<file path="src/sv/jrt_pkg.sv">
// Shared types, operation codes and the sequence compare for the revoke table.
// No dependencies; every other file in sv/ imports this package.
`default_nettype none

package jrt_pkg;

	localparam int ENTRIES_DEF = 64;

	localparam logic [1:0] OP_SET   = 2'd0;
	localparam logic [1:0] OP_TEST  = 2'd1;
	localparam logic [1:0] OP_CLEAR = 2'd2;

	typedef struct packed {
		logic [1:0]  operation;
		logic [63:0] block_number;
		logic [31:0] sequence_req;
	} req_t;

	typedef struct packed {
		logic revoked;
		logic found;
		logic dropped;
	} rsp_t;

	// One stored table entry.
	typedef struct packed {
		logic [63:0] blk;
		logic [31:0] seq;
	} entry_t;

	// Resolution of one request, handed to the output register.
	typedef struct packed {
		logic valid;
		rsp_t rsp;
	} fin_t;

	typedef enum logic {
		S_IDLE,
		S_SCAN
	} scan_state_t;

	// True when a is not older than b under 32-bit wraparound.
	function automatic logic seq_not_older(input logic [31:0] a, input logic [31:0] b);
		logic [31:0] diff;
		diff = a - b;
		return ~diff[31];
	endfunction

endpackage

`default_nettype wire

</file>
<file path="src/sv/jrt_scan.sv">
// Scan sequencer of the revoke table: fill count, linear lookup in the entry
// store, read-modify-write of a match, append on miss. Depends on jrt_pkg.
`default_nettype none

module jrt_scan #(
	parameter int ENTRIES = jrt_pkg::ENTRIES_DEF,
	localparam int IDX_W = $clog2(ENTRIES),
	localparam int CNT_W = $clog2(ENTRIES + 1)
) (
	input  wire                  clk,
	input  wire                  arst_n,
	input  wire                  start,
	input  jrt_pkg::req_t        req,
	output logic                 busy,
	output logic                 mem_re,
	output logic [IDX_W-1:0]     mem_raddr,
	input  jrt_pkg::entry_t      mem_rdata,
	output logic                 mem_we,
	output logic [IDX_W-1:0]     mem_waddr,
	output jrt_pkg::entry_t      mem_wdata,
	output jrt_pkg::fin_t        fin
);
	import jrt_pkg::*;

	scan_state_t       state_q, state_d;
	req_t              req_q;
	logic [CNT_W-1:0]  count_q;
	logic [CNT_W-1:0]  idx_q;
	logic [IDX_W-1:0]  idx_s1;
	logic              vld_s1;

	logic accept, lookup_op, issue, hit, last, miss, full;

	assign full      = (count_q == CNT_W'(ENTRIES));
	assign accept    = start && (state_q == S_IDLE);
	assign lookup_op = (req.operation == OP_SET) || (req.operation == OP_TEST);
	assign busy      = (state_q != S_IDLE);
	assign issue     = (state_q == S_SCAN) && (idx_q < count_q);
	assign mem_re    = issue;
	assign mem_raddr = idx_q[IDX_W-1:0];
	assign hit       = (state_q == S_SCAN) && vld_s1 && (mem_rdata.blk == req_q.block_number);
	assign last      = vld_s1 && ((CNT_W'(idx_s1) + CNT_W'(1)) == count_q);
	assign miss      = (state_q == S_SCAN) && !hit && ((count_q == '0) || last);

	always_comb begin
		state_d   = state_q;
		fin       = '0;
		mem_we    = 1'b0;
		mem_waddr = idx_s1;
		mem_wdata = '{blk: req_q.block_number, seq: req_q.sequence_req};
		case (state_q)
			S_IDLE: begin
				if (accept) begin
					if (lookup_op) begin
						state_d = S_SCAN;
					end else begin
						// clear and the unused code answer at once with all zeros
						fin.valid = 1'b1;
					end
				end
			end
			S_SCAN: begin
				if (hit) begin
					state_d       = S_IDLE;
					fin.valid     = 1'b1;
					fin.rsp.found = 1'b1;
					if (req_q.operation == OP_SET) begin
						mem_we = seq_not_older(req_q.sequence_req, mem_rdata.seq);
					end else begin
						fin.rsp.revoked = seq_not_older(mem_rdata.seq, req_q.sequence_req);
					end
				end else if (miss) begin
					state_d   = S_IDLE;
					fin.valid = 1'b1;
					if (req_q.operation == OP_SET) begin
						if (full) begin
							fin.rsp.dropped = 1'b1;
						end else begin
							mem_we    = 1'b1;
							mem_waddr = count_q[IDX_W-1:0];
						end
					end
				end
			end
			default: begin
				state_d = S_IDLE;
			end
		endcase
	end

	always_ff @(posedge clk or negedge arst_n) begin
		if (!arst_n) begin
			state_q <= S_IDLE;
		end else begin
			state_q <= state_d;
		end
	end

	always_ff @(posedge clk or negedge arst_n) begin
		if (!arst_n) begin
			count_q <= '0;
			idx_q   <= '0;
			vld_s1  <= 1'b0;
		end else begin
			if (accept) begin
				idx_q  <= '0;
				vld_s1 <= 1'b0;
				if (req.operation == OP_CLEAR) begin
					count_q <= '0;
				end
			end else begin
				vld_s1 <= issue;
				if (issue) begin
					idx_q <= idx_q + CNT_W'(1);
				end
				if (miss && (req_q.operation == OP_SET) && !full) begin
					count_q <= count_q + CNT_W'(1);
				end
			end
		end
	end

	always_ff @(posedge clk) begin
		if (accept) begin
			req_q <= req;
		end
		idx_s1 <= idx_q[IDX_W-1:0];
	end

	a_count_bound: assert property (@(posedge clk) disable iff (!arst_n)
		count_q <= CNT_W'(ENTRIES))
		else $error("fill count beyond table size");

	a_fin_to_idle: assert property (@(posedge clk) disable iff (!arst_n)
		fin.valid |=> (state_q == S_IDLE))
		else $error("sequencer busy after resolving a request");

	a_read_in_range: assert property (@(posedge clk) disable iff (!arst_n)
		((state_q == S_SCAN) && vld_s1) |-> (CNT_W'(idx_s1) < count_q))
		else $error("compared an entry beyond the fill count");

	a_drop_full: assert property (@(posedge clk) disable iff (!arst_n)
		(fin.valid && fin.rsp.dropped) |-> full)
		else $error("set dropped while space remained");

endmodule

`default_nettype wire
</file>
<file path="config.mk">
export PLATFORM = sky130hd
export DESIGN_NAME = jrt_scan
export DESIGN_NICKNAME = d
export VERILOG_FILES = /design/src/sv/jrt_pkg.sv /design/src/sv/jrt_scan.sv
export SDC_FILE = /design/constraint.sdc
export NUM_CORES = 1
export LEC_CHECK = 0
export BUFFER_PORTS_ARGS = -buffer_cell sky130_fd_sc_hd__buf_4
export CAP_MARGIN = 40
export CELL_PAD_IN_SITES_DETAIL_PLACEMENT = 0
export CELL_PAD_IN_SITES_GLOBAL_PLACEMENT = 1
export CORE_UTILIZATION = 36
export DETAILED_ROUTE_END_ITERATION = 8
export GPL_TIMING_DRIVEN = 0
export PLACE_DENSITY = 0.81
export RECOVER_POWER = 25
export SLEW_MARGIN = 20
export SYNTH_ARGS = -nofsm -noshare
export SYNTH_HDL_FRONTEND = slang
export SYNTH_SLANG_ARGS = --single-unit
</file>
<file path="constraint.sdc">
create_clock -name clk -period 4 [get_ports clk]
set_input_delay 0.2 -clock clk [delete_from_list [all_inputs] [get_ports clk]]
set_output_delay 0.2 -clock clk [all_outputs]
set_load 0.01 [all_outputs]
</file>
==> results.ini <==
[status]
outcome=finished, final reports clean

[logic_synthesis]
synth_nets=926
synth_warnings=0
ys_types=56
ys_ff_latch=120
synth.cell_area_mm2=0.00731
yosysSeqAreaShare_pct=47.4
async_reset_ff_share_pct=13.3
ys.flop_type=edfxtp_1
syn_inst=659
synth_edf_count=98
syn_avg_cell_area_um2=11.1

[critical_path]
cp_max_fo=10
cp-start-kind=register
worstPathRequired_ns=3.80
path_class=register to output port
arrival_ns=3.22
cp-end-kind=output port

[sta]
slew_headroom_pct=37.5
rsz0062_at_grt=false
finalCritPeriodShare_pct=85.4
skew_ns=0.0161
maxSlewViolCount=0
clock.fmax_mhz=293
hold_ws_ns=0.420
setup_viol=0
hold_viol=0
fin_crit_ns=3.42
tightest_slew_ns=0.938

[pwr]
p_seq_share_pct=35.7
swShare_pct=31.8
p_int_mw=3.53
power_switching_mw=1.65
power_frac_clock_pct=32.4
power.leakage_nw=5.49
total_power_mw=5.18
p_per_area_mw_per_mm2=446
comb_power_share_pct=31.9
ir_drop_v=0.000270

[placed_design]
dp_hpwl_um=16600
gp_congestion=0.838
port_buffers=311

[floorplan]
num_rows=51
dieArea_mm2=0.0209
dieWidth_um=145
io_pins=312
die_h_um=145
start_util_pct=37.1
coreArea_mm2=0.0197

[clock_tree]
clk_pin_slew_worst_paths_ns=0.07
htreeDepth=4
cts_buffer_depth=2
cts_num_sinks=120
cts_resized=0
cts_tree=done
cts_root_buffer=clkbuf_16
cts_buffers=17
postCtsSetupRepairBufs=0
clk_latency_ns=0.43

[cells_and_area]
multi_input_comb_area_mm2=0.00271
drive_gt1_share_pct=42.0
syn_to_final_growth_pct=58.9
nFillCells=1679
seq_area_mm2=0.00346
final_nets=1356

[grt]
grt_pass1_vias=6327
grt_antenna_before_repair=1
grt_max_degree=54
grt.total_usage_pct=21.6
grt_pass1_wl_um=32800
grt_overflow=0

[run]
cap_violations=0

[route]
detail_route.wl_per_cell_um=16.1
wl_um=22000
ant_nets=0
drc=0
first_pass_iters=4
vias=6193
vias_per_cell=4.53
first_iter_violations=211

[min_path]
hp-class=primary input to asynchronous set/reset pin

-- metal layers --
| layer | part of all wire, % | GRT usage, % | vias to the layer above |
|---|---|---|---|
| met1 | 38 | 23.2 | 2841 |
| met4 | 2.8 | 9.03 | 0 |
| met3 | 8.3 | 7.35 | 42 |
| li1 | - | - | 3058 |
| met5 | 0 | 0 | - |
| met2 | 50 | 38.4 | 252 |
-- sequential cells by signal (all words and copies together) (netlist names) --
name and cells:
mem_wdata 96, count_q 7, idx_q 7, idx_s1 6, req_q 2, busy 1, vld_s1 1
-- Yosys cell counts (all sizes together) (4+ instances only) --
library cell / number / share of area (%)
nand2: 26 / 1.4
nor3: 4 / 0.27
o22ai: 9 / 0.77
nand2b: 4 / 0.34
nand3: 17 / 1.3
a2111oi: 4 / 0.56
dfxtp: 6 / 1.6
nor2b: 6 / 0.51
buf: 105 / 11
a22oi: 5 / 0.51
and3: 6 / 0.51
edfxtp: 98 / 40
xnor2: 29 / 3.5
ha: 70 / 12
or3: 5 / 0.46
o21ai: 36 / 2.7
inv: 88 / 4.5
a21o: 12 / 1.2
a21oi: 20 / 1.4
nor4: 10 / 0.86
dfrtp: 16 / 5.5
a211oi: 5 / 0.58
nor2: 10 / 0.62
nand4: 11 / 0.94
xor2: 30 / 3.6
-- layout by cell type, fill, tap and decap left out, types with 20 or more instances in the layout --
cell           count
buf_4            347
dlygate4sd3_1     99
edfxtp_1          98
inv_1             87
ha_1              70
clkbuf_4          63
o21ai_0           31
xor2_1            30
xnor2_1           29
nand2_1           25
a21oi_1           20
-- repair_timing --
item,CTS,global route
endpoints found under the hold margin,115,0
endpoints found under the setup margin,0,0
hold buffers,99,0
-- area by class of cell --
class	instances	area share (%)
Antenna cell	1	0.0215
Sequential cell	120	29.8
Tap cell	265	2.85
Buffer	107	6.98
Clock buffer	17	3.66
Timing Repair Buffer	411	28.8
Multi-Input combinational cell	344	23.3
Clock inverter	15	1.73
Inverter	88	2.89
-- path summary, 6_finish.rpt --
kind | from | end | slack (ns) | cells after the start
max in group asynchronous | arst_n | busy | 3.00 | 2
min | arst_n | idx_q[0] | 0.42 | 2
min in group clk | start | idx_q[4] | 0.46 | 4
max | mem_wdata[36] | mem_waddr[4] | 0.58 | 11
min reg2reg | idx_q[1] | idx_s1[1] | 0.49 | 0
max reg2reg | mem_wdata[36] | count_q[5] | 1.35 | 9
-- power by group through the flow --
stage / clock (mW) / sequential, mW / combinational [mW]
floorplan: 0 / 1.82 / 0.936
global placement: 0 / 1.90 / 1.55
detailed placement: 0 / 1.87 / 1.59
CTS: 1.72 / 1.85 / 1.67
global route: 1.77 / 1.88 / 1.83
finish: 1.68 / 1.85 / 1.65
-- metrics by stage --
step | utilization [%] | cells | worst slack (ns) | TNS, ns | area [um2]
2_1_floorplan | - | 659 | 0.289 | 0 | 7310
5_1_grt | 58.9 | 1368 | 0.357 | 0 | 11600
6_report | 58.9 | 1368 | 0.584 | 0 | 11600
3_5_place_dp | 50.8 | 1236 | 1.04 | 0 | 10000
4_1_cts | 59.0 | 1367 | 0.552 | 0 | 11600
3_3_place_gp | 50.6 | 1235 | -1.54 | -47.79 | 9980
-- critical path, stage by stage (launching register included) --
cell	delay, ns
edfxtp_1	0.44
xnor2_1	0.23
nand4_1	0.17
nor4_1	0.37
nand3_1	0.20
or4_1	0.58
buf_6	0.17
nand3_4	0.13
buf_12	0.15
nand2_1	0.05
o21ai_0	0.11
buf_4	0.17
-- cells by family after synthesis --
kind of cell               count (synthesis)  share of synthesized area (%)
AOI/OAI and AO/OA                        107                           9.77
xor gates and xnor gates                  59                           7.07
adders and majority gates                 70                           12.0
buffers and inverters                    195                           15.6
DFF                                      120                           47.4
muxes                                      1                          0.137
and+or+nand+nor                          107                           8.09
(Power assumes the default switching activity.)
